File: config.mk
export PLATFORM = sky130hd
export DESIGN_NAME = csl_thresh
export DESIGN_NICKNAME = d
export VERILOG_FILES = /design/src/cascaded_slew_limiter_bias_defines.svh /design/src/csl_pkg.sv /design/src/csl_thresh.sv
export SDC_FILE = /design/constraint.sdc
export NUM_CORES = 2
export LEC_CHECK = 0
export BUFFER_PORTS_ARGS = -buffer_cell sky130_fd_sc_hd__buf_2
export CORE_AREA = 2 2 234 236
export DETAILED_ROUTE_END_ITERATION = 10
export DIE_AREA = 0 0 236 238
export GPL_ROUTABILITY_DRIVEN = 0
export PLACE_DENSITY = 0.87
export SLEW_MARGIN = 20
export SYNTH_ARGS = -nofsm -noshare
export SYNTH_HDL_FRONTEND = slang
export SYNTH_SLANG_ARGS = --single-unit
File: constraint.sdc
create_clock -name clk -period 7 [get_ports clk]
set_input_delay 0.7 -clock clk [delete_from_list [all_inputs] [get_ports clk]]
set_output_delay 0.7 -clock clk [all_outputs]
set_load 0.03 [all_outputs]
File: src/cascaded_slew_limiter_bias_defines.svh
// ----------------------------------------------------------------------------
// Cascaded slew limiter assertion macros
// Concurrent checks on the sequencer, clocked on clk, off during reset.
// ----------------------------------------------------------------------------
`ifndef CASCADED_SLEW_LIMITER_BIAS_DEFINES_SVH
`define CASCADED_SLEW_LIMITER_BIAS_DEFINES_SVH

// check a condition in the same cycle
`define CSL_ASSERT_NOW(lbl, ante, cons) \
    lbl: assert property (@(posedge clk) disable iff (!rst_n) (ante) |-> (cons)) \
        else $error("slew limiter sequencer check failed");

// check a condition in the next cycle
`define CSL_ASSERT_NEXT(lbl, ante, cons) \
    lbl: assert property (@(posedge clk) disable iff (!rst_n) (ante) |=> (cons)) \
        else $error("slew limiter sequencer step check failed");

`endif

File: src/csl_pkg.sv
// ----------------------------------------------------------------------------
// Cascaded slew limiter package
// Constants, control word format, microprogram and shared arithmetic helpers.
// ----------------------------------------------------------------------------
`default_nettype none

package csl_pkg;

    localparam int STAGES_DEF       = 9;
    localparam int SAMPLE_WIDTH_DEF = 24;

    localparam logic [30:0] K_0975    = 31'd1046898278;
    localparam logic [30:0] K_INV0975 = 31'd1101273666;
    localparam logic [30:0] K_PHI     = 31'd1737350766;

    localparam logic [23:0] BASE_THRESHOLD_RST = 24'd4194304;

    localparam logic signed [35:0] SAT32_MAX = 36'sd2147483647;
    localparam logic signed [35:0] SAT32_MIN = -36'sd2147483648;

    localparam int CFG_INDEX_W = 2;
    localparam logic [CFG_INDEX_W-1:0] CFG_ENABLE           = 2'd0;
    localparam logic [CFG_INDEX_W-1:0] CFG_BASE_THRESHOLD   = 2'd1;
    localparam logic [CFG_INDEX_W-1:0] CFG_UNDER_BIAS_RECIP = 2'd2;

    localparam int PC_W = 4;
    localparam logic [PC_W-1:0] PC_IDLE      = 4'd0;
    localparam logic [PC_W-1:0] PC_CHECK     = 4'd1;
    localparam logic [PC_W-1:0] PC_TH_MUL    = 4'd2;
    localparam logic [PC_W-1:0] PC_TH_RND    = 4'd3;
    localparam logic [PC_W-1:0] PC_TGT_MUL   = 4'd4;
    localparam logic [PC_W-1:0] PC_TGT_RND   = 4'd5;
    localparam logic [PC_W-1:0] PC_DIFF      = 4'd6;
    localparam logic [PC_W-1:0] PC_STK_MUL1  = 4'd7;
    localparam logic [PC_W-1:0] PC_STK_MUL2  = 4'd8;
    localparam logic [PC_W-1:0] PC_STK_APPLY = 4'd9;
    localparam logic [PC_W-1:0] PC_CLAMP     = 4'd10;
    localparam logic [PC_W-1:0] PC_PRV_MUL   = 4'd11;
    localparam logic [PC_W-1:0] PC_PRV_WR    = 4'd12;
    localparam logic [PC_W-1:0] PC_OUT       = 4'd13;
    localparam logic [PC_W-1:0] PC_RET       = 4'd14;

    typedef enum logic [3:0] {
        OP_NOP       = 4'd0,
        OP_TH_MUL    = 4'd1,
        OP_TH_RND    = 4'd2,
        OP_TGT_MUL   = 4'd3,
        OP_TGT_RND   = 4'd4,
        OP_DIFF      = 4'd5,
        OP_STK_MUL1  = 4'd6,
        OP_STK_MUL2  = 4'd7,
        OP_STK_APPLY = 4'd8,
        OP_CLAMP     = 4'd9,
        OP_PRV_MUL   = 4'd10,
        OP_PRV_WR    = 4'd11,
        OP_OUT       = 4'd12
    } dp_op_t;

    typedef enum logic [2:0] {
        COND_NONE       = 3'd0,
        COND_ALWAYS     = 3'd1,
        COND_NO_ACCEPT  = 3'd2,
        COND_BYPASS     = 3'd3,
        COND_NOSTICK    = 3'd4,
        COND_TH_MORE    = 3'd5,
        COND_STAGE_MORE = 3'd6,
        COND_OUT_BUSY   = 3'd7
    } cond_t;

    typedef enum logic [1:0] {
        CNT_HOLD = 2'd0,
        CNT_LOAD = 2'd1,
        CNT_INC  = 2'd2,
        CNT_DEC  = 2'd3
    } cnt_op_t;

    typedef struct packed {
        dp_op_t          op;
        cond_t           cond;
        logic [PC_W-1:0] target;
        cnt_op_t         cnt;
    } uword_t;

    typedef struct packed {
        dp_op_t op;
        logic   load;
        logic   out_load;
    } ctrl_t;

    function automatic uword_t csl_rom(input logic [PC_W-1:0] pc);
        uword_t w;
        w = '{op: OP_NOP, cond: COND_ALWAYS, target: PC_IDLE, cnt: CNT_HOLD};
        case (pc)
            PC_IDLE:      w = '{op: OP_NOP, cond: COND_NO_ACCEPT, target: PC_IDLE,
                                cnt: CNT_LOAD};
            PC_CHECK:     w = '{op: OP_NOP, cond: COND_BYPASS, target: PC_OUT,
                                cnt: CNT_HOLD};
            PC_TH_MUL:    w = '{op: OP_TH_MUL, cond: COND_NONE, target: PC_IDLE,
                                cnt: CNT_HOLD};
            PC_TH_RND:    w = '{op: OP_TH_RND, cond: COND_TH_MORE, target: PC_TH_MUL,
                                cnt: CNT_DEC};
            PC_TGT_MUL:   w = '{op: OP_TGT_MUL, cond: COND_NOSTICK, target: PC_CLAMP,
                                cnt: CNT_HOLD};
            PC_TGT_RND:   w = '{op: OP_TGT_RND, cond: COND_NONE, target: PC_IDLE,
                                cnt: CNT_HOLD};
            PC_DIFF:      w = '{op: OP_DIFF, cond: COND_NONE, target: PC_IDLE,
                                cnt: CNT_HOLD};
            PC_STK_MUL1:  w = '{op: OP_STK_MUL1, cond: COND_NONE, target: PC_IDLE,
                                cnt: CNT_HOLD};
            PC_STK_MUL2:  w = '{op: OP_STK_MUL2, cond: COND_NONE, target: PC_IDLE,
                                cnt: CNT_HOLD};
            PC_STK_APPLY: w = '{op: OP_STK_APPLY, cond: COND_NONE, target: PC_IDLE,
                                cnt: CNT_HOLD};
            PC_CLAMP:     w = '{op: OP_CLAMP, cond: COND_NONE, target: PC_IDLE,
                                cnt: CNT_HOLD};
            PC_PRV_MUL:   w = '{op: OP_PRV_MUL, cond: COND_NONE, target: PC_IDLE,
                                cnt: CNT_HOLD};
            PC_PRV_WR:    w = '{op: OP_PRV_WR, cond: COND_STAGE_MORE, target: PC_TGT_MUL,
                                cnt: CNT_INC};
            PC_OUT:       w = '{op: OP_OUT, cond: COND_OUT_BUSY, target: PC_OUT,
                                cnt: CNT_HOLD};
            PC_RET:       w = '{op: OP_NOP, cond: COND_ALWAYS, target: PC_IDLE,
                                cnt: CNT_HOLD};
            default:      w = '{op: OP_NOP, cond: COND_ALWAYS, target: PC_IDLE,
                                cnt: CNT_HOLD};
        endcase
        return w;
    endfunction

    // product times a Q1.30 constant, round half away from zero, sign applied
    function automatic logic signed [35:0] rnd_q30(input logic [64:0] prod,
                                                   input logic neg);
        logic [65:0]        sum;
        logic signed [35:0] mag;
        sum = {1'b0, prod} + (66'd1 << 29);
        mag = signed'(sum[65:30]);
        return neg ? -mag : mag;
    endfunction

    function automatic logic signed [31:0] sat32(input logic signed [35:0] v);
        logic signed [31:0] r;
        if (v > SAT32_MAX) begin
            r = 32'sh7FFFFFFF;
        end else if (v < SAT32_MIN) begin
            r = 32'sh80000000;
        end else begin
            r = signed'(v[31:0]);
        end
        return r;
    endfunction

endpackage

`default_nettype wire

File: src/csl_thresh.sv
// ----------------------------------------------------------------------------
// Cascaded slew limiter threshold unit
// Builds the per-stage limits from the base value by repeated phi products.
// ----------------------------------------------------------------------------
`default_nettype none

module csl_thresh #(
    parameter int STAGES = csl_pkg::STAGES_DEF,
    localparam int CNT_W = (STAGES > 1) ? $clog2(STAGES) : 1
) (
    input  wire logic              clk,
    input  wire csl_pkg::ctrl_t    ctrl,
    input  wire logic [CNT_W-1:0]  cnt,
    input  wire logic [23:0]       base,
    output logic [29:0]            th
);
    import csl_pkg::*;

    logic [30:0]        t_reg, t_next;
    logic [61:0]        prodt_reg, prodt_next;
    logic [29:0]        th_reg [STAGES];
    logic [31:0]        tsum;
    logic signed [35:0] r;
    logic               th_we;

    always_comb
    begin
        tsum       = 32'(t_reg) + 32'd2;
        r          = rnd_q30(65'(prodt_reg), 1'b0);
        t_next     = t_reg;
        prodt_next = prodt_reg;
        th_we      = 1'b0;
        if (ctrl.load)
        begin
            t_next = 31'(base);
        end
        else
        begin
            case (ctrl.op)
                OP_TH_MUL:
                begin
                    th_we      = 1'b1;
                    prodt_next = 62'(t_reg) * 62'(K_PHI);
                end
                OP_TH_RND:
                begin
                    t_next = (r > 36'sd2147483647) ? 31'h7FFFFFFF : r[30:0];
                end
                default:
                begin
                    t_next = t_reg;
                end
            endcase
        end
        th = th_reg[cnt];
    end

    always_ff @(posedge clk)
    begin
        t_reg     <= t_next;
        prodt_reg <= prodt_next;
        if (th_we)
        begin
            th_reg[cnt] <= tsum[31:2];
        end
    end

endmodule

`default_nettype wire

==> run_results.csv <==
group,metric,value,unit
critical_path,cp-start-kind,"flop",
yosys,synth_top_family_by_area,"adder cells",
cts,tritoncts,"built",
critical_path,cp_common_cell,"fa_1",
floorplanning,die-area,56170,µm²
status,status,"complete, but fails checks",
detailed_routing,ant_nets,0,
detailed_routing,drtIter0Drc,3280,
critical_path,crit_required,7.31,ns
job,maxCapViolations,0,
layout,fill_cells,3115,
cts,clock_latency,0.57,ns
timing,fin_crit_sh,113.4,%
layout,final_core_util,69.01,%
global_route,grt_pass1_vias,25210,
timing,finalSetupViolCount,33,
cts,cts_inserted_buffers,34,
yosys,syn_area_per_cell,12.66,µm²
yosys,ys_ff_latch,334,
yosys,synth_fa_ha_area_share,43.05,%
floorplanning,die_h,238,µm
timing,finalCriticalPeriod,7.938,ns
yosys,synthCells,2474,
critical_path,cp_cell_sequence,"buf_4, buf_4, ha_4, buf_4, inv_1, fa_2, clkinvlp_4, fa_2, fa_1, fa_1, fa_1, inv_1, fa_1, inv_1, ha_1, ha_1, nor2b_1, o21ai_0, o211ai_1, nor2_1, o31a_4, o31ai_4, a221o_1, xor2_1",
global_route,gr-usage-all-layers,36.76,%
timing,fmax,0.1260,GHz
yosys,synth-async-reset-ratio,0,%
critical_path,worstSetupEndpointType,"flop",
yosys,synth_nets,3308,
timing,hold_ws,0.4662,ns
critical_path,critPathKind,"reg2reg",
global_route,antenna_found_initial,4,
critical_path,critPathMaxFanout,7,
critical_path,worst_ep_arrival_time,8.25,ns
timing,fin_ws,-0.9379,ns
layout,area_growth,17.83,%
yosys,synth-simple-area-share,4.317,%
detailed_routing,post-route-drc-count,0,
yosys,ys_types,71,
floorplanning,fp.coreArea,53500,µm²
layout,nets,3670,
global_route,overflow,0,
cts,cts_sinks,334,
critical_path,max_stage_delay,0.75,ns
detailed_routing,drt-total-wl,108900,µm
placement,port_buffers,63,
detailed_routing,drt_first_pass_iters,11,
min_path,min_path_type,"in2reg",
timing,drv_slew,0,
timing,hold_viol,0,
yosys,synthesis.area,31330,µm²
floorplanning,start_util,58.57,%
critical_path,cp_num_buf_inv,7,
layout,largest_reg_flops,270,
timing,rsz0062_at_grt,"yes",
cts,clockRootBuffer,"clkbuf_16",
layout,final_layout_size_suffix_gt1_share,24.64,%
critical_path,slowest_stage,"fa_2",
placement,post-dp-hpwl,69990,µm
yosys,ys_warn_count,0,
floorplanning,io_pins,65,
critical_path,critPathTopFamily,"adder cells",
cts,clk_path_buf_depth,3,
yosys,synth_xor_area_share,2.628,%
yosys,synth_flop_cell,"edfxtp_1",
detailed_routing,wire_per_inst,30.59,µm
timing,slew_headroom,26.39,%
cts,clk_pin_slew,0.07,ns
global_route,grt_max_degree,65,
yosys,synthMuxAreaShare,5.303,%
floorplanning,rows,85,
floorplanning,die_w,236,µm
cts,cts_hold_buffers,0,
yosys,synth_compound_area_share,5.351,%
timing,worst_pin_slew,1.096,ns
global_route,grt_pass1_wl,151400,µm
cts,ctsHtreeMaxLevel,2,
yosys,synth_edf_count,327,
timing,fin_skew,0.02915,ns
detailed_routing,routed-via-count,23710,
yosys,yosysSeqAreaShare,31.79,%
status,failed_checks,"setup timing",
detailed_routing,vias_per_cell,6.660,
-- worst paths after layout --
kind	from	endpoint	slack, ns	cells after the start
hold reg to reg	prodt_reg[58]	t_reg[28]	0.61	2
hold / removal	base[13]	t_reg[13]	0.47	2
setup / recovery	t_reg[14]	prodt_reg[49]	-0.94	24
setup reg to reg	t_reg[14]	prodt_reg[49]	-0.94	24
-- area by class of cell --
class / count / area [µm²] / share of cell area (%)
antenna: 3 / 7.507 / 0.02033
clock buffer: 39 / 890.9 / 2.413
clock inverter: 22 / 234.0 / 0.6338
inverter: 575 / 2171 / 5.880
multi-input combinational: 1511 / 19950 / 54.03
sequential: 334 / 9960 / 26.98
tap: 696 / 870.8 / 2.359
timing repair buffer: 380 / 2836 / 7.683
-- metrics by stage --
stage / cells / setup TNS, ns / area [µm²] / setup WS, ns
2_1_floorplan: 2474 / 0 / 31400 / 0.008298
3_3_place_gp: 3443 / -5.024 / 34390 / -0.3298
3_5_place_dp: 3443 / -9.804 / 34400 / -0.5411
4_1_cts: 3533 / -3.702 / 36190 / -0.2892
5_1_grt: 3557 / -18.25 / 36910 / -0.8537
6_report: 3560 / -18.83 / 36920 / -0.9379
-- cell usage in the layout, fill, tap and decap left out, drive strengths merged, types with 58 or more instances in the layout --
cell type,count
a21oi,58
mux4,60
xnor2,63
ha,334
nor2,65
edfxtp,327
o21ai,64
buf,380
inv,576
fa,465
nand2,91
-- logic make-up after synthesis --
family                     Yosys count
DFF                                334
buffers and inverters              629
adders and majority gates          799
xor gates and xnor gates            94
AOI/OAI and AO/OA                  245
muxes                               91
and+or+nand+nor                    282
-- worst reg2reg max path, stage by stage (launching register included) --
cell and delay [ns]:
edfxtp_1 0.52, buf_4 0.21, buf_4 0.17, ha_4 0.30, buf_4 0.16, inv_1 0.19, fa_2 0.75, clkinvlp_4 0.18
fa_2 0.39, fa_1 0.68, fa_1 0.70, fa_1 0.56, inv_1 0.06, fa_1 0.48, inv_1 0.05, ha_1 0.27
ha_1 0.39, nor2b_1 0.18, o21ai_0 0.26, o211ai_1 0.16, nor2_1 0.25, o31a_4 0.25, o31ai_4 0.07, a221o_1 0.32
xor2_1 0.15
-- synth_stat cells, types with 7 or more instances --
| library cell | number | area share, % |
|---|---|---|
| ha_1 | 334 | 13 |
| and3_1 | 16 | 0.32 |
| buf_1 | 7 | 0.084 |
| xor2_1 | 31 | 0.87 |
| nor3_1 | 18 | 0.29 |
| nand4_1 | 20 | 0.40 |
| buf_2 | 7 | 0.11 |
| inv_1 | 574 | 6.9 |
| edfxtp_1 | 327 | 31 |
| xnor2_1 | 63 | 1.8 |
| nand2_1 | 91 | 1.1 |
| fa_1 | 465 | 30 |
| nor2b_1 | 7 | 0.14 |
| mux4_2 | 60 | 4.3 |
| a21oi_1 | 58 | 0.93 |
| dfxtp_1 | 7 | 0.45 |
| mux2i_1 | 31 | 0.99 |
| a2bb2oi_1 | 22 | 0.61 |
| nor2_1 | 64 | 0.77 |
| o21bai_1 | 7 | 0.17 |
| a21o_1 | 29 | 0.69 |
| clkbuf_1 | 40 | 0.48 |
| nand3_1 | 35 | 0.56 |
| a31oi_1 | 14 | 0.28 |
| o21a_1 | 7 | 0.17 |
| o21ai_0 | 60 | 0.96 |
-- metal layers --
layer / GRT usage, % / part of all wire, %
met4: 29.38 / 12
met2: 56.73 / 43
met5: 1.732 / 0.25
met1: 41.01 / 30
met3: 13.92 / 15
-- timing repair --
| item | CTS | global route |
|---|---|---|
| pin swaps | 97 | 80 |
| setup buffers | 30 | 27 |
| gates resized for setup | 115 | 118 |
| endpoints found under the setup margin | 31 | 33 |
Power is left out: the tool's default activity adds up to more than one toggle a clock period on the data nets, which glitch-free logic cannot reach.
