--- src/cascaded_slew_limiter_bias_defines.svh ---
// ----------------------------------------------------------------------------
// Cascaded slew limiter assertion macros
// Concurrent checks on the sequencer, clocked on clk, off during reset.
// ----------------------------------------------------------------------------
`ifndef CASCADED_SLEW_LIMITER_BIAS_DEFINES_SVH
`define CASCADED_SLEW_LIMITER_BIAS_DEFINES_SVH

// check a condition in the same cycle
`define CSL_ASSERT_NOW(lbl, ante, cons) \
    lbl: assert property (@(posedge clk) disable iff (!rst_n) (ante) |-> (cons)) \
        else $error("slew limiter sequencer check failed");

// check a condition in the next cycle
`define CSL_ASSERT_NEXT(lbl, ante, cons) \
    lbl: assert property (@(posedge clk) disable iff (!rst_n) (ante) |=> (cons)) \
        else $error("slew limiter sequencer step check failed");

`endif

--- src/csl_pkg.sv ---
// ----------------------------------------------------------------------------
// Cascaded slew limiter package
// Constants, control word format, microprogram and shared arithmetic helpers.
// ----------------------------------------------------------------------------
`default_nettype none

package csl_pkg;

    localparam int STAGES_DEF       = 9;
    localparam int SAMPLE_WIDTH_DEF = 24;

    localparam logic [30:0] K_0975    = 31'd1046898278;
    localparam logic [30:0] K_INV0975 = 31'd1101273666;
    localparam logic [30:0] K_PHI     = 31'd1737350766;

    localparam logic [23:0] BASE_THRESHOLD_RST = 24'd4194304;

    localparam logic signed [35:0] SAT32_MAX = 36'sd2147483647;
    localparam logic signed [35:0] SAT32_MIN = -36'sd2147483648;

    localparam int CFG_INDEX_W = 2;
    localparam logic [CFG_INDEX_W-1:0] CFG_ENABLE           = 2'd0;
    localparam logic [CFG_INDEX_W-1:0] CFG_BASE_THRESHOLD   = 2'd1;
    localparam logic [CFG_INDEX_W-1:0] CFG_UNDER_BIAS_RECIP = 2'd2;

    localparam int PC_W = 4;
    localparam logic [PC_W-1:0] PC_IDLE      = 4'd0;
    localparam logic [PC_W-1:0] PC_CHECK     = 4'd1;
    localparam logic [PC_W-1:0] PC_TH_MUL    = 4'd2;
    localparam logic [PC_W-1:0] PC_TH_RND    = 4'd3;
    localparam logic [PC_W-1:0] PC_TGT_MUL   = 4'd4;
    localparam logic [PC_W-1:0] PC_TGT_RND   = 4'd5;
    localparam logic [PC_W-1:0] PC_DIFF      = 4'd6;
    localparam logic [PC_W-1:0] PC_STK_MUL1  = 4'd7;
    localparam logic [PC_W-1:0] PC_STK_MUL2  = 4'd8;
    localparam logic [PC_W-1:0] PC_STK_APPLY = 4'd9;
    localparam logic [PC_W-1:0] PC_CLAMP     = 4'd10;
    localparam logic [PC_W-1:0] PC_PRV_MUL   = 4'd11;
    localparam logic [PC_W-1:0] PC_PRV_WR    = 4'd12;
    localparam logic [PC_W-1:0] PC_OUT       = 4'd13;
    localparam logic [PC_W-1:0] PC_RET       = 4'd14;

    typedef enum logic [3:0] {
        OP_NOP       = 4'd0,
        OP_TH_MUL    = 4'd1,
        OP_TH_RND    = 4'd2,
        OP_TGT_MUL   = 4'd3,
        OP_TGT_RND   = 4'd4,
        OP_DIFF      = 4'd5,
        OP_STK_MUL1  = 4'd6,
        OP_STK_MUL2  = 4'd7,
        OP_STK_APPLY = 4'd8,
        OP_CLAMP     = 4'd9,
        OP_PRV_MUL   = 4'd10,
        OP_PRV_WR    = 4'd11,
        OP_OUT       = 4'd12
    } dp_op_t;

    typedef enum logic [2:0] {
        COND_NONE       = 3'd0,
        COND_ALWAYS     = 3'd1,
        COND_NO_ACCEPT  = 3'd2,
        COND_BYPASS     = 3'd3,
        COND_NOSTICK    = 3'd4,
        COND_TH_MORE    = 3'd5,
        COND_STAGE_MORE = 3'd6,
        COND_OUT_BUSY   = 3'd7
    } cond_t;

    typedef enum logic [1:0] {
        CNT_HOLD = 2'd0,
        CNT_LOAD = 2'd1,
        CNT_INC  = 2'd2,
        CNT_DEC  = 2'd3
    } cnt_op_t;

    typedef struct packed {
        dp_op_t          op;
        cond_t           cond;
        logic [PC_W-1:0] target;
        cnt_op_t         cnt;
    } uword_t;

    typedef struct packed {
        dp_op_t op;
        logic   load;
        logic   out_load;
    } ctrl_t;

    function automatic uword_t csl_rom(input logic [PC_W-1:0] pc);
        uword_t w;
        w = '{op: OP_NOP, cond: COND_ALWAYS, target: PC_IDLE, cnt: CNT_HOLD};
        case (pc)
            PC_IDLE:      w = '{op: OP_NOP, cond: COND_NO_ACCEPT, target: PC_IDLE,
                                cnt: CNT_LOAD};
            PC_CHECK:     w = '{op: OP_NOP, cond: COND_BYPASS, target: PC_OUT,
                                cnt: CNT_HOLD};
            PC_TH_MUL:    w = '{op: OP_TH_MUL, cond: COND_NONE, target: PC_IDLE,
                                cnt: CNT_HOLD};
            PC_TH_RND:    w = '{op: OP_TH_RND, cond: COND_TH_MORE, target: PC_TH_MUL,
                                cnt: CNT_DEC};
            PC_TGT_MUL:   w = '{op: OP_TGT_MUL, cond: COND_NOSTICK, target: PC_CLAMP,
                                cnt: CNT_HOLD};
            PC_TGT_RND:   w = '{op: OP_TGT_RND, cond: COND_NONE, target: PC_IDLE,
                                cnt: CNT_HOLD};
            PC_DIFF:      w = '{op: OP_DIFF, cond: COND_NONE, target: PC_IDLE,
                                cnt: CNT_HOLD};
            PC_STK_MUL1:  w = '{op: OP_STK_MUL1, cond: COND_NONE, target: PC_IDLE,
                                cnt: CNT_HOLD};
            PC_STK_MUL2:  w = '{op: OP_STK_MUL2, cond: COND_NONE, target: PC_IDLE,
                                cnt: CNT_HOLD};
            PC_STK_APPLY: w = '{op: OP_STK_APPLY, cond: COND_NONE, target: PC_IDLE,
                                cnt: CNT_HOLD};
            PC_CLAMP:     w = '{op: OP_CLAMP, cond: COND_NONE, target: PC_IDLE,
                                cnt: CNT_HOLD};
            PC_PRV_MUL:   w = '{op: OP_PRV_MUL, cond: COND_NONE, target: PC_IDLE,
                                cnt: CNT_HOLD};
            PC_PRV_WR:    w = '{op: OP_PRV_WR, cond: COND_STAGE_MORE, target: PC_TGT_MUL,
                                cnt: CNT_INC};
            PC_OUT:       w = '{op: OP_OUT, cond: COND_OUT_BUSY, target: PC_OUT,
                                cnt: CNT_HOLD};
            PC_RET:       w = '{op: OP_NOP, cond: COND_ALWAYS, target: PC_IDLE,
                                cnt: CNT_HOLD};
            default:      w = '{op: OP_NOP, cond: COND_ALWAYS, target: PC_IDLE,
                                cnt: CNT_HOLD};
        endcase
        return w;
    endfunction

    // product times a Q1.30 constant, round half away from zero, sign applied
    function automatic logic signed [35:0] rnd_q30(input logic [64:0] prod,
                                                   input logic neg);
        logic [65:0]        sum;
        logic signed [35:0] mag;
        sum = {1'b0, prod} + (66'd1 << 29);
        mag = signed'(sum[65:30]);
        return neg ? -mag : mag;
    endfunction

    function automatic logic signed [31:0] sat32(input logic signed [35:0] v);
        logic signed [31:0] r;
        if (v > SAT32_MAX) begin
            r = 32'sh7FFFFFFF;
        end else if (v < SAT32_MIN) begin
            r = 32'sh80000000;
        end else begin
            r = signed'(v[31:0]);
        end
        return r;
    endfunction

endpackage

`default_nettype wire

--- src/csl_seq.sv ---
// ----------------------------------------------------------------------------
// Cascaded slew limiter sequencer
// Step counter, control store lookup, conditional jumps and stage counter.
// ----------------------------------------------------------------------------
`default_nettype none

`include "cascaded_slew_limiter_bias_defines.svh"

module csl_seq #(
    parameter int STAGES = csl_pkg::STAGES_DEF,
    localparam int CNT_W = (STAGES > 1) ? $clog2(STAGES) : 1
) (
    input  wire logic           clk,
    input  wire logic           rst_n,
    input  wire logic           in_valid,
    output logic                in_ready,
    input  wire logic           enable,
    input  wire logic           stick_en,
    input  wire logic           out_busy,
    output csl_pkg::ctrl_t      ctrl,
    output logic [CNT_W-1:0]    cnt
);
    import csl_pkg::*;

    localparam logic [CNT_W-1:0] LAST = CNT_W'(STAGES - 1);

    logic [PC_W-1:0]  pc_reg, pc_next;
    logic [CNT_W-1:0] cnt_reg, cnt_next;
    uword_t           uw;
    logic             accept;
    logic             taken;

    always_comb
    begin
        uw       = csl_rom(pc_reg);
        in_ready = (pc_reg == PC_IDLE);
        accept   = in_valid && in_ready;

        case (uw.cond)
            COND_NONE:       taken = 1'b0;
            COND_ALWAYS:     taken = 1'b1;
            COND_NO_ACCEPT:  taken = !accept;
            COND_BYPASS:     taken = !enable;
            COND_NOSTICK:    taken = !stick_en;
            COND_TH_MORE:    taken = (cnt_reg != '0);
            COND_STAGE_MORE: taken = (cnt_reg != LAST);
            COND_OUT_BUSY:   taken = out_busy;
            default:         taken = 1'b0;
        endcase

        pc_next = taken ? uw.target : pc_reg + PC_W'(1);

        case (uw.cnt)
            CNT_LOAD: cnt_next = LAST;
            CNT_INC:  cnt_next = taken ? cnt_reg + CNT_W'(1) : cnt_reg;
            CNT_DEC:  cnt_next = taken ? cnt_reg - CNT_W'(1) : cnt_reg;
            default:  cnt_next = cnt_reg;
        endcase

        ctrl.op       = uw.op;
        ctrl.load     = accept;
        ctrl.out_load = (uw.op == OP_OUT) && !out_busy;
        cnt           = cnt_reg;
    end

    always_ff @(posedge clk or negedge rst_n)
    begin
        if (!rst_n)
        begin
            pc_reg  <= PC_IDLE;
            cnt_reg <= '0;
        end
        else
        begin
            pc_reg  <= pc_next;
            cnt_reg <= cnt_next;
        end
    end

    `CSL_ASSERT_NEXT(a_accept_to_check, accept, pc_reg == PC_CHECK)
    `CSL_ASSERT_NEXT(a_last_stage_out, (pc_reg == PC_PRV_WR) && (cnt_reg == LAST), pc_reg == PC_OUT)
    `CSL_ASSERT_NEXT(a_th_done_stage0, (pc_reg == PC_TH_RND) && (cnt_reg == '0), (pc_reg == PC_TGT_MUL) && (cnt_reg == '0))
    `CSL_ASSERT_NOW(a_stick_steps_enabled, pc_reg == PC_STK_MUL1, stick_en && enable)

endmodule

`default_nettype wire

--- config.mk ---
export PLATFORM = sky130hd
export DESIGN_NAME = csl_seq
export DESIGN_NICKNAME = d
export VERILOG_FILES = /design/src/csl_pkg.sv /design/src/csl_seq.sv
export VERILOG_INCLUDE_DIRS = /design/src /design/src/src
export SDC_FILE = /design/constraint.sdc
export NUM_CORES = 1
export LEC_CHECK = 0
export BUFFER_PORTS_ARGS = -buffer_cell sky130_fd_sc_hd__buf_2
export CORE_MARGIN = 5
export CORE_UTILIZATION = 58
export DETAILED_ROUTE_END_ITERATION = 6
export GPL_TIMING_DRIVEN = 1
export PLACE_DENSITY_LB_ADDON = 0.15
export SLEW_MARGIN = 20
export SYNTH_ARGS = -nofsm -noshare
export SYNTH_HDL_FRONTEND = slang
export SYNTH_SLANG_ARGS = --single-unit
--- constraint.sdc ---
create_clock -name clk -period 4.2 [get_ports clk]
set_input_delay 0.21 -clock clk [delete_from_list [all_inputs] [get_ports clk]]
set_output_delay 0.21 -clock clk [all_outputs]
set_load 0.005 [all_outputs]
==> summary.txt <==
Outcome
  – Outcome: complete, no violations

Setup path
  – CP bufs+invs: 1
  – Crit path DAT: 2.71 ns
  – Critical-path top delay cell: dfrtp_1
  – CP Class: flop to flop
  – Startpoint types: flop
  – Largest stage delay on the critical path: 0.45 ns
  – Crit. End Element: flop
  – Cell Chain, Critical Path: inv_1, ha_1, nand2b_1, mux2i_4, mux2_2, a32o_1, mux2_4, mux2i_1
  – CP max FO: 8
  – Worst EP required: 4.39 ns
  – Largest delay share family, worst path: multiplexers

STA
  – Unrepaired setup endpoints after global routing: false
  – Hold violation count in the final report: 0
  – Worst rel slew slack: 0.535
  – Minimum clock period: 2.52 ns
  – Final setup fails: 0
  – Final Slew Violations: 0
  – Tcrit/Tclk final: 0.599
  – Least-Margin Pin Slew: 0.698 ns
  – Layout Skew: 0.0119 ns
  – Fin Setup TNS: 0 ns
  – Max Fclk: 397 MHz

Flow run
  – Max-Cap Viols: 0

Power and ir drop
  – Pleak: 0.461 nW
  – Worst IR Drop VDD: 0.496 mV
  – Pwr per Cell Area: 768 mW/mm²

Die
  – Die area: 0.00242 mm²
  – Chip Width: 49.2 µm
  – Initial Util: 0.598
  – DIE HEIGHT: 49.2 µm
  – I/O Pins: 17
  – Row count: 14
  – Core Area: 0.00149 mm²

Logic synthesis
  – Syn avg cell area: 8.40 µm²
  – Top_reg_cell synth: dfrtp_1
  – Ys Warns: 0
  – Synth unique cells: 42
  – Xor/xnor cell area share of the yosys netlist: 0.0197
  – Post-synthesis adder-cell area fraction: 0.0983
  – Post-synth top area cell: dfrtp_1
  – Post-synthesis register bit count: 8
  – Post-synth EDFFs: 0
  – Post-synth ARST share: 1.00
  – Syn nets: 119
  – Synthesized instance count: 106
  – Post-synth top area share: 0.225
  – Ranking of synthesized cells by area: dfrtp_1, ha_1, mux2i_1
  – Area of the mapped netlist: 891 µm²
  – Fraction of the mapped netlist area in compound gates: 0.261
  – Largest family of logic cells by synthesized area: compound AO/OA/AOI/OAI gates
  – Post-synthesis mux area share: 0.122
  – Simple-Gate Fraction of Synth Area: 0.209
  – Post-synthesis sequential area ratio: 0.225

Drt
  – Drt total wl: 1980 µm
  – Detailed-route via count: 847
  – Antenna-violating nets left: 0
  – # DRC: 0
  – Initial DRC count: 26
  – Via density: 6.23
  – Initial DRT Pass Iterations: 4
  – WL per Instance: 14.6 µm

Layout
  – Design area: 988 µm²
  – # diodes: 0
  – Layout cells sized above 1: 0.217
  – Nets: 135
  – Syn-to-layout area delta: 11.0%

GRT
  – Global-route wire length before repair: 3510 µm
  – Vias in the first global route: 823
  – Largest net degree at the start of global routing: 22
  – GRT Total Usage: 0.177
  – Grt ovf: 0
  – Initial antenna violation count: 0

Placed design
  – Input/output buffers: 16
  – Cell Area, Placed: 956 µm²
  – RePlAce Congestion: 0.879
  – DPL Wire Length: 1590 µm

Clocking
  – Worst-skew pair later-pin latency: 0.27 ns
  – Post-CTS Resized: 0
  – Clock Sinks: 8
  – Root Driver: clkbuf_4
  – Clk buf depth: 2
  – H-tree depth: 1
  – TritonCTS buffer count: 3
  – Clock transition at the registers of the reported paths: 0.06 ns
  – CTS tree: yes

Hold path
  – Hold crit path type: input port to asynchronous set/reset pin
-- layout make-up --
type                    instances  area (µm²)
clock buffers                   3        22.5
repair buffers                 17        90.1
inverters                       6        22.5
fillers                       132         500
flip-flops and latches          8         200
well taps                      16        20.0
multi-input cells              86         633
-- synthesized netlist by cell type (2+ instances only) --
library cell / n
nand3_1: 2
and3_1: 4
a32o_1: 2
clkbuf_1: 2
nand2b_1: 3
and2_1: 3
a31oi_1: 2
nor3_1: 3
mux2i_1: 6
a21oi_1: 3
o21ai_1: 4
o21ai_0: 11
nor2_1: 3
ha_1: 7
dfrtp_1: 8
nand2_1: 11
inv_1: 5
nor3b_1: 2
o21a_1: 2
-- path summary, 6_finish.rpt --
path                            from  slack, ns        end  depth (start not counted)
setup / recovery           pc_reg[0]       1.68  pc_reg[3]                          8
hold / removal                 rst_n       0.31  pc_reg[3]                          2
setup reg to reg           pc_reg[0]       1.68  pc_reg[3]                          8
hold reg to reg               cnt[0]       0.60     cnt[0]                          1
max in group asynchronous      rst_n       3.71  pc_reg[0]                          2
min in group clk              cnt[0]       0.60     cnt[0]                          1
-- placed cells by master (no fill, tap or decap), types with 2 or more instances in the layout --
master and count:
a21oi_1 3, a31oi_1 2, a32o_1 2, and2_1 3, and3_1 4, buf_2 16, clkbuf_4 3, dfrtp_1 8
ha_1 7, inv_1 5, mux2i_1 6, nand2_1 11, nand2b_1 3, nand3_1 2, nor2_1 3, nor3_1 3
nor3b_1 2, o21a_1 2, o21ai_0 11, o21ai_1 4
-- report_power, final --
group | internal [mW] | switching (mW) | total [mW] | leakage [nW]
logic | 0.239 | 0.274 | 0.513 | 0.347
clock network | 0.0328 | 0.0280 | 0.0608 | 0.0138
registers | 0.106 | 0.0800 | 0.186 | 0.100
-- cells by family (layout without fill, tap and decap cells) --
group,after synthesis,count (layout)
compound gates,33,33
xor+xnor,2,2
simple gates,35,35
mux,9,9
buf+inv,12,26
fa+ha+maj,7,7
flops,8,8
-- layer usage --
metal / global-route usage / share of wire / vias up
met3: 0.0398 / 0.071 / 3
li1: - / - / 417
met1: 0.209 / 0.41 / 399
met5: 0 / 0 / -
met4: 0.0717 / 0.013 / 0
met2: 0.303 / 0.50 / 28
-- per-stage QoR --
step / utilization / hold slack, ns / setup slack, ns / power (mW) / instances
floorplan: - / -0.0856 / 1.89 / 0.594 / 106
global placement: 0.642 / 0.0643 / 1.78 / 0.688 / 132
detailed placement: 0.642 / 0.0612 / 1.68 / 0.698 / 132
CTS: 0.664 / 0.309 / 1.68 / 0.762 / 136
global route: 0.664 / 0.353 / 1.51 / 0.835 / 136
finish: 0.664 / 0.309 / 1.68 / 0.759 / 136
-- repair_timing --
action,in CTS,in global routing
hold buffers,1,0
endpoints found under the hold margin,8,0
buffers inserted,0,0
No activity file was read; power rests on OpenSTA's default activity.
