[src/cascaded_slew_limiter_bias_defines.svh]
// ----------------------------------------------------------------------------
// Cascaded slew limiter assertion macros
// Concurrent checks on the sequencer, clocked on clk, off during reset.
// ----------------------------------------------------------------------------
`ifndef CASCADED_SLEW_LIMITER_BIAS_DEFINES_SVH
`define CASCADED_SLEW_LIMITER_BIAS_DEFINES_SVH

// check a condition in the same cycle
`define CSL_ASSERT_NOW(lbl, ante, cons) \
    lbl: assert property (@(posedge clk) disable iff (!rst_n) (ante) |-> (cons)) \
        else $error("slew limiter sequencer check failed");

// check a condition in the next cycle
`define CSL_ASSERT_NEXT(lbl, ante, cons) \
    lbl: assert property (@(posedge clk) disable iff (!rst_n) (ante) |=> (cons)) \
        else $error("slew limiter sequencer step check failed");

`endif

[src/csl_pkg.sv]
// ----------------------------------------------------------------------------
// Cascaded slew limiter package
// Constants, control word format, microprogram and shared arithmetic helpers.
// ----------------------------------------------------------------------------
`default_nettype none

package csl_pkg;

    localparam int STAGES_DEF       = 9;
    localparam int SAMPLE_WIDTH_DEF = 24;

    localparam logic [30:0] K_0975    = 31'd1046898278;
    localparam logic [30:0] K_INV0975 = 31'd1101273666;
    localparam logic [30:0] K_PHI     = 31'd1737350766;

    localparam logic [23:0] BASE_THRESHOLD_RST = 24'd4194304;

    localparam logic signed [35:0] SAT32_MAX = 36'sd2147483647;
    localparam logic signed [35:0] SAT32_MIN = -36'sd2147483648;

    localparam int CFG_INDEX_W = 2;
    localparam logic [CFG_INDEX_W-1:0] CFG_ENABLE           = 2'd0;
    localparam logic [CFG_INDEX_W-1:0] CFG_BASE_THRESHOLD   = 2'd1;
    localparam logic [CFG_INDEX_W-1:0] CFG_UNDER_BIAS_RECIP = 2'd2;

    localparam int PC_W = 4;
    localparam logic [PC_W-1:0] PC_IDLE      = 4'd0;
    localparam logic [PC_W-1:0] PC_CHECK     = 4'd1;
    localparam logic [PC_W-1:0] PC_TH_MUL    = 4'd2;
    localparam logic [PC_W-1:0] PC_TH_RND    = 4'd3;
    localparam logic [PC_W-1:0] PC_TGT_MUL   = 4'd4;
    localparam logic [PC_W-1:0] PC_TGT_RND   = 4'd5;
    localparam logic [PC_W-1:0] PC_DIFF      = 4'd6;
    localparam logic [PC_W-1:0] PC_STK_MUL1  = 4'd7;
    localparam logic [PC_W-1:0] PC_STK_MUL2  = 4'd8;
    localparam logic [PC_W-1:0] PC_STK_APPLY = 4'd9;
    localparam logic [PC_W-1:0] PC_CLAMP     = 4'd10;
    localparam logic [PC_W-1:0] PC_PRV_MUL   = 4'd11;
    localparam logic [PC_W-1:0] PC_PRV_WR    = 4'd12;
    localparam logic [PC_W-1:0] PC_OUT       = 4'd13;
    localparam logic [PC_W-1:0] PC_RET       = 4'd14;

    typedef enum logic [3:0] {
        OP_NOP       = 4'd0,
        OP_TH_MUL    = 4'd1,
        OP_TH_RND    = 4'd2,
        OP_TGT_MUL   = 4'd3,
        OP_TGT_RND   = 4'd4,
        OP_DIFF      = 4'd5,
        OP_STK_MUL1  = 4'd6,
        OP_STK_MUL2  = 4'd7,
        OP_STK_APPLY = 4'd8,
        OP_CLAMP     = 4'd9,
        OP_PRV_MUL   = 4'd10,
        OP_PRV_WR    = 4'd11,
        OP_OUT       = 4'd12
    } dp_op_t;

    typedef enum logic [2:0] {
        COND_NONE       = 3'd0,
        COND_ALWAYS     = 3'd1,
        COND_NO_ACCEPT  = 3'd2,
        COND_BYPASS     = 3'd3,
        COND_NOSTICK    = 3'd4,
        COND_TH_MORE    = 3'd5,
        COND_STAGE_MORE = 3'd6,
        COND_OUT_BUSY   = 3'd7
    } cond_t;

    typedef enum logic [1:0] {
        CNT_HOLD = 2'd0,
        CNT_LOAD = 2'd1,
        CNT_INC  = 2'd2,
        CNT_DEC  = 2'd3
    } cnt_op_t;

    typedef struct packed {
        dp_op_t          op;
        cond_t           cond;
        logic [PC_W-1:0] target;
        cnt_op_t         cnt;
    } uword_t;

    typedef struct packed {
        dp_op_t op;
        logic   load;
        logic   out_load;
    } ctrl_t;

    function automatic uword_t csl_rom(input logic [PC_W-1:0] pc);
        uword_t w;
        w = '{op: OP_NOP, cond: COND_ALWAYS, target: PC_IDLE, cnt: CNT_HOLD};
        case (pc)
            PC_IDLE:      w = '{op: OP_NOP, cond: COND_NO_ACCEPT, target: PC_IDLE,
                                cnt: CNT_LOAD};
            PC_CHECK:     w = '{op: OP_NOP, cond: COND_BYPASS, target: PC_OUT,
                                cnt: CNT_HOLD};
            PC_TH_MUL:    w = '{op: OP_TH_MUL, cond: COND_NONE, target: PC_IDLE,
                                cnt: CNT_HOLD};
            PC_TH_RND:    w = '{op: OP_TH_RND, cond: COND_TH_MORE, target: PC_TH_MUL,
                                cnt: CNT_DEC};
            PC_TGT_MUL:   w = '{op: OP_TGT_MUL, cond: COND_NOSTICK, target: PC_CLAMP,
                                cnt: CNT_HOLD};
            PC_TGT_RND:   w = '{op: OP_TGT_RND, cond: COND_NONE, target: PC_IDLE,
                                cnt: CNT_HOLD};
            PC_DIFF:      w = '{op: OP_DIFF, cond: COND_NONE, target: PC_IDLE,
                                cnt: CNT_HOLD};
            PC_STK_MUL1:  w = '{op: OP_STK_MUL1, cond: COND_NONE, target: PC_IDLE,
                                cnt: CNT_HOLD};
            PC_STK_MUL2:  w = '{op: OP_STK_MUL2, cond: COND_NONE, target: PC_IDLE,
                                cnt: CNT_HOLD};
            PC_STK_APPLY: w = '{op: OP_STK_APPLY, cond: COND_NONE, target: PC_IDLE,
                                cnt: CNT_HOLD};
            PC_CLAMP:     w = '{op: OP_CLAMP, cond: COND_NONE, target: PC_IDLE,
                                cnt: CNT_HOLD};
            PC_PRV_MUL:   w = '{op: OP_PRV_MUL, cond: COND_NONE, target: PC_IDLE,
                                cnt: CNT_HOLD};
            PC_PRV_WR:    w = '{op: OP_PRV_WR, cond: COND_STAGE_MORE, target: PC_TGT_MUL,
                                cnt: CNT_INC};
            PC_OUT:       w = '{op: OP_OUT, cond: COND_OUT_BUSY, target: PC_OUT,
                                cnt: CNT_HOLD};
            PC_RET:       w = '{op: OP_NOP, cond: COND_ALWAYS, target: PC_IDLE,
                                cnt: CNT_HOLD};
            default:      w = '{op: OP_NOP, cond: COND_ALWAYS, target: PC_IDLE,
                                cnt: CNT_HOLD};
        endcase
        return w;
    endfunction

    // product times a Q1.30 constant, round half away from zero, sign applied
    function automatic logic signed [35:0] rnd_q30(input logic [64:0] prod,
                                                   input logic neg);
        logic [65:0]        sum;
        logic signed [35:0] mag;
        sum = {1'b0, prod} + (66'd1 << 29);
        mag = signed'(sum[65:30]);
        return neg ? -mag : mag;
    endfunction

    function automatic logic signed [31:0] sat32(input logic signed [35:0] v);
        logic signed [31:0] r;
        if (v > SAT32_MAX) begin
            r = 32'sh7FFFFFFF;
        end else if (v < SAT32_MIN) begin
            r = 32'sh80000000;
        end else begin
            r = signed'(v[31:0]);
        end
        return r;
    endfunction

endpackage

`default_nettype wire

[src/csl_lane.sv]
// ----------------------------------------------------------------------------
// Cascaded slew limiter channel datapath
// One multiplier, working registers and stage history for one channel.
// ----------------------------------------------------------------------------
`default_nettype none

module csl_lane #(
    parameter int STAGES       = csl_pkg::STAGES_DEF,
    parameter int SAMPLE_WIDTH = csl_pkg::SAMPLE_WIDTH_DEF,
    localparam int CNT_W = (STAGES > 1) ? $clog2(STAGES) : 1
) (
    input  wire logic                            clk,
    input  wire logic                            rst_n,
    input  wire csl_pkg::ctrl_t                  ctrl,
    input  wire logic [CNT_W-1:0]                cnt,
    input  wire logic signed [SAMPLE_WIDTH-1:0]  sample,
    input  wire logic [31:0]                     recip,
    input  wire logic [29:0]                     th,
    output logic signed [SAMPLE_WIDTH-1:0]       result
);
    import csl_pkg::*;

    localparam logic signed [35:0] SMAX36 = (36'sd1 <<< (SAMPLE_WIDTH - 1)) - 36'sd1;
    localparam logic signed [35:0] SMIN36 = -(36'sd1 <<< (SAMPLE_WIDTH - 1));

    function automatic logic signed [SAMPLE_WIDTH-1:0] sat_sample(
        input logic signed [35:0] v);
        logic signed [35:0] c;
        if (v > SMAX36) begin
            c = SMAX36;
        end else if (v < SMIN36) begin
            c = SMIN36;
        end else begin
            c = v;
        end
        return signed'(c[SAMPLE_WIDTH-1:0]);
    endfunction

    logic signed [SAMPLE_WIDTH-1:0] prev_reg [STAGES];
    logic signed [31:0]             x_reg, x_next;
    logic signed [31:0]             target_reg, target_next;
    logic [32:0]                    dmag_reg, dmag_next;
    logic                           dneg_reg, dneg_next;
    logic                           stick_reg, stick_next;
    logic                           neg_reg, neg_next;
    logic [64:0]                    prod_reg, prod_next;

    logic signed [SAMPLE_WIDTH-1:0] p;
    logic signed [35:0]             p36;
    logic signed [32:0]             p33, x33, diff33;
    logic [32:0]                    pmag, xmag;
    logic signed [35:0]             rnd;
    logic signed [35:0]             th36;
    logic signed [31:0]             lo, hi;
    logic [32:0]                    mul_a;
    logic [31:0]                    mul_b;
    logic [64:0]                    mprod;
    logic                           prev_we;
    logic signed [SAMPLE_WIDTH-1:0] prev_wdata;

    always_comb
    begin
        p      = prev_reg[cnt];
        p36    = 36'(p);
        p33    = 33'(p);
        pmag   = p33[32] ? unsigned'(-p33) : unsigned'(p33);
        x33    = 33'(x_reg);
        xmag   = x33[32] ? unsigned'(-x33) : unsigned'(x33);
        diff33 = x33 - 33'(target_reg);
        rnd    = rnd_q30(prod_reg, neg_reg);
        th36   = signed'(36'(th));
        lo     = sat32(p36 - th36);
        hi     = sat32(p36 + th36);

        case (ctrl.op)
            OP_TGT_MUL:
            begin
                mul_a = pmag;
                mul_b = 32'(K_INV0975);
            end
            OP_STK_MUL1:
            begin
                mul_a = dmag_reg;
                mul_b = recip;
            end
            OP_STK_MUL2:
            begin
                mul_a = dmag_reg;
                mul_b = {2'b00, prod_reg[35:6]};
            end
            OP_PRV_MUL:
            begin
                mul_a = xmag;
                mul_b = 32'(K_0975);
            end
            default:
            begin
                mul_a = '0;
                mul_b = '0;
            end
        endcase
        mprod = 65'(mul_a) * 65'(mul_b);

        x_next      = x_reg;
        target_next = target_reg;
        dmag_next   = dmag_reg;
        dneg_next   = dneg_reg;
        stick_next  = stick_reg;
        neg_next    = neg_reg;
        prod_next   = prod_reg;
        prev_we     = 1'b0;
        prev_wdata  = sat_sample(rnd);

        if (ctrl.load)
        begin
            x_next = 32'(sample);
        end
        else
        begin
            case (ctrl.op)
                OP_TGT_MUL:
                begin
                    prod_next = mprod;
                    neg_next  = p33[32];
                end
                OP_TGT_RND:
                begin
                    target_next = sat32(rnd);
                end
                OP_DIFF:
                begin
                    dneg_next = diff33[32];
                    dmag_next = diff33[32] ? unsigned'(-diff33) : unsigned'(diff33);
                end
                OP_STK_MUL1:
                begin
                    prod_next = mprod;
                end
                OP_STK_MUL2:
                begin
                    stick_next = (prod_reg[64:36] == '0);
                    prod_next  = mprod;
                    neg_next   = dneg_reg;
                end
                OP_STK_APPLY:
                begin
                    if (stick_reg)
                    begin
                        x_next = sat32(36'(target_reg) + rnd);
                    end
                end
                OP_CLAMP:
                begin
                    if (x_reg < lo)
                    begin
                        x_next = lo;
                    end
                    else if (x_reg > hi)
                    begin
                        x_next = hi;
                    end
                end
                OP_PRV_MUL:
                begin
                    prod_next = mprod;
                    neg_next  = x_reg[31];
                end
                OP_PRV_WR:
                begin
                    prev_we = 1'b1;
                end
                default:
                begin
                    x_next = x_reg;
                end
            endcase
        end

        result = sat_sample(36'(x_reg));
    end

    always_ff @(posedge clk or negedge rst_n)
    begin
        if (!rst_n)
        begin
            for (int i = 0; i < STAGES; i++)
            begin
                prev_reg[i] <= '0;
            end
        end
        else if (prev_we)
        begin
            prev_reg[cnt] <= prev_wdata;
        end
    end

    always_ff @(posedge clk)
    begin
        x_reg      <= x_next;
        target_reg <= target_next;
        dmag_reg   <= dmag_next;
        dneg_reg   <= dneg_next;
        stick_reg  <= stick_next;
        neg_reg    <= neg_next;
        prod_reg   <= prod_next;
    end

endmodule

`default_nettype wire

[config.mk]
export PLATFORM = sky130hd
export DESIGN_NAME = csl_lane
export DESIGN_NICKNAME = d
export VERILOG_FILES = /design/src/cascaded_slew_limiter_bias_defines.svh /design/src/csl_pkg.sv /design/src/csl_lane.sv
export SDC_FILE = /design/constraint.sdc
export NUM_CORES = 2
export LEC_CHECK = 0
export ABC_AREA = 1
export CORE_UTILIZATION = 50
export DETAILED_ROUTE_END_ITERATION = 10
export DONT_BUFFER_PORTS = 1
export SETUP_SLACK_MARGIN = 0.05
export SLEW_MARGIN = 20
export SYNTH_ARGS = -nofsm -noshare
export SYNTH_HDL_FRONTEND = slang
export SYNTH_SLANG_ARGS = --single-unit
[constraint.sdc]
create_clock -name clk -period 9.9 [get_ports clk]
set_clock_uncertainty 0.2 [all_clocks]
set_input_delay 1.98 -clock clk [delete_from_list [all_inputs] [get_ports clk]]
set_output_delay 1.98 -clock clk [all_outputs]
set_load 0.02 [all_outputs]
==> impl_results.md <==
- Status: complete, but fails checks
- Failing checks: setup timing
- GRT overflow: 0
- Leak: 40.3 nW
- Cell taking the most area after synthesis: fa_1
- H-tree levels: 2
- Layout Nets: 10837
- Clk_lat worst skew: 0.64 ns
- Ys flop type: dfrtp_1
- Worst-margin pin slew: 1.17 ns
- Root Buffer: clkbuf_16
- Number of flops mapped to enable cells by yosys: 159
- Ys async rst share: 57.6%
- Yosys warns: 0
- Mean Syn Cell Area: 7.44 um^2
- CP max-delay cell: fa_2
- Top Ports: 122
- Vias in the first global route: 61070
- Finished Core Util: 61.6%
- Total track usage: 41.5%
- Internal: 3.70 mW
- Final setup TNS: -24.41 ns
- Comb pwr share: 44.4%
- Post-route DRC: 0
- Die area: 0.131 mm^2
- P_sw: 2.64 mW
- DRT antenna net count: 0
- Share of cells above drive strength 1: 18.8%
- Max IR drop VDD: 131 uV
- Commonest cells post-synth: nand2_1, inv_1, fa_1, nor2_1, ha_1
- Share of Yosys cell area claimed by the top area cell type: 28.7%
- Final worst-path cycle share: 107%
- Fmax: 94.2 MHz
- RSZ-0062 raised after global routing: yes
- Area growth syn-to-layout: 21.8%
- Setup crit end kind: register
- Sw Share: 41.6%
- CP peak stage delay: 0.60 ns
- Critical Path RT: 10.09 ns
- # port buffers: 0
- Seq/Total Area, Yosys: 15.7%
- Final number of hold-violating endpoints: 0
- Routing usage on met3: 16.7%
- DR vias/cell: 5.68
- PD cells: 80.3 mW/mm^2
- Endpoints failing setup: 49
- First-pass GRT wire length: 400000 um
- Final worst slack: -0.712 ns
- Syn Nets: 10186
- Crit Path Max Fanout: 8
- Gpl congestion: 1.03
- Register area: 0.0102 mm^2
- Clock share of power: 26.9%
- Slew HR: 21.6%
- Synth area leaders: fa_1, nand2_1, inv_1
- Maxcap violations: 0
- Initial core utilization: 50.6%
- Core area: 0.128 mm^2
- Total wire length: 275000 um
- Tmin final: 10.61 ns
- Crit-path most repeated cell: inv_2
- Die Span Y: 362 um
- Gate Count Post-Synth: 8702
- Detail Placement HPWL: 227000 um
- Grt met2 use: 55.8%
- Most frequent cell after synthesis: nand2_1
- Min-Delay Path Class: reg2reg
- Startpoint types: input pin
- GR peak layer: met1
- Largest net degree at the start of global routing: 217
- Initial DRC Count: 7231
- DR WL/cell: 24.7 um
- Final slew viol count: 0
- Clock buffer depth: 3
- Yosys reg bits: 375
- Seq pwr share: 28.8%
- Met1 usage: 61.3%
- Synth cell types: 60
- Kind of critical path: in2reg
- Reg clk slew, reported paths: 0.06 ns
- WP data arrival: 10.80 ns
- Max reg flops: 216
- Multi-input gate area: 0.0507 mm^2
- Die width: 362 um
- CTS Buf Count: 45
- DR pass1 iterations: 9
- CTS tree: yes
- Synthesized cell area: 0.0648 mm^2
- FILL cells: 11546
- Standard-cell rows: 131
- Clock Sinks: 375
- Routed vias: 63187
- Initial antenna violation count: 20
-- critical path, delay by kind of cell --
family / cells / cell delay [ns]
adders and majority gates: 10 / 4.76
and+or+nand+nor: 20 / 2.18
buffers and inverters: 17 / 1.46
AOI/OAI and AO/OA: 3 / 0.34
-- cells by family (layout without fill, tap and decap cells) --
family	Yosys count	after routing	share of synthesized area [%]
adder cells (fa/ha/maj)	1386	1386	37.6
buffers and inverters	1921	2603	11.3
AND/OR/NAND/NOR	3938	3942	24.7
flip-flops	375	375	15.7
AO/OA/AOI/OAI	866	866	7.71
XOR/XNOR	216	216	2.93
other	0	8	0
-- per-stage QoR --
step	hold WS (ns)	instances	total power [mW]	instance area (um^2)	setup slack [ns]
floorplan	0.249	8702	3.18	65300	-0.215
global placement	0.261	10946	4.24	73300	-1.66
detailed placement	0.265	10946	4.26	73300	-1.74
CTS	0.281	11057	6.06	76000	-0.528
global route	0.295	11118	6.58	78800	-0.939
finish	0.279	11125	6.33	78900	-0.712
-- power groups by stage --
stage / registers [mW] / logic [mW] / clock network (mW)
finish: 1.82 / 2.81 / 1.70
global route: 1.82 / 2.99 / 1.77
CTS: 1.81 / 2.53 / 1.72
detailed placement: 1.84 / 2.42 / 0
global placement: 1.84 / 2.40 / 0
floorplan: 1.80 / 1.38 / 0
-- timing repair --
action / 4_1_cts / 5_1_grt
gates cloned: 5 / 5
endpoints found under the setup margin: 55 / 55
gates resized for setup: 288 / 602
setup buffers: 24 / 59
pin swaps: 55 / 252
hold buffers: 0 / 0
-- final timing paths --
| kind | start | end | slack [ns] | cells past startpoint |
|---|---|---|---|---|
| hold reg to reg | prev_reg[75]$_DFFE_PN0P_ | prev_reg[75]$_DFFE_PN0P_ | 0.28 | 2 |
| setup reg to reg | x_reg[0]$_DFFE_PP_ | prod_reg[57]$_DFFE_PP_ | -0.27 | 42 |
| max in group asynchronous | rst_n | prev_reg[47]$_DFFE_PN0P_ | 8.27 | 0 |
| min in group asynchronous | rst_n | prev_reg[82]$_DFFE_PN0P_ | 0.85 | 0 |
| hold / removal | prev_reg[75]$_DFFE_PN0P_ | prev_reg[75]$_DFFE_PN0P_ | 0.28 | 2 |
| setup / recovery | cnt[0] | prod_reg[64]$_DFFE_PP_ | -0.71 | 50 |
-- cell type report --
class	instances	area share, %
clock buffer	65	1.64
tap	1729	2.74
antenna	8	0.0254
multi-input combinational	6410	64.2
sequential	375	12.9
timing repair buffer	922	10.5
clock inverter	17	0.244
timing repair inverter	1	0.0206
inverter	1598	7.72
-- cells in the final DEF, fill, tap and decap left out, types with 74 or more instances in the layout --
| cell | instances |
|---|---|
| a21oi_1 | 285 |
| buf_12 | 74 |
| buf_4 | 768 |
| dfrtp_1 | 216 |
| edfxtp_1 | 159 |
| fa_1 | 858 |
| ha_1 | 420 |
| inv_1 | 1469 |
| inv_2 | 103 |
| nand2_1 | 2360 |
| nand2_2 | 80 |
| nand2_4 | 75 |
| nand3_1 | 273 |
| nand4_1 | 79 |
| nor2_1 | 798 |
| o21ai_0 | 183 |
| xor2_1 | 147 |
-- layer usage --
layer | part of all wire, % | wire [um] | up-vias
met4 | 3.0 | 8220 | 24
met2 | 39 | 108000 | 3560
met1 | 43 | 118000 | 31117
met5 | 0.086 | 238 | -
met3 | 15 | 40500 | 490
li1 | - | - | 27996
(Power assumes the default switching activity.)
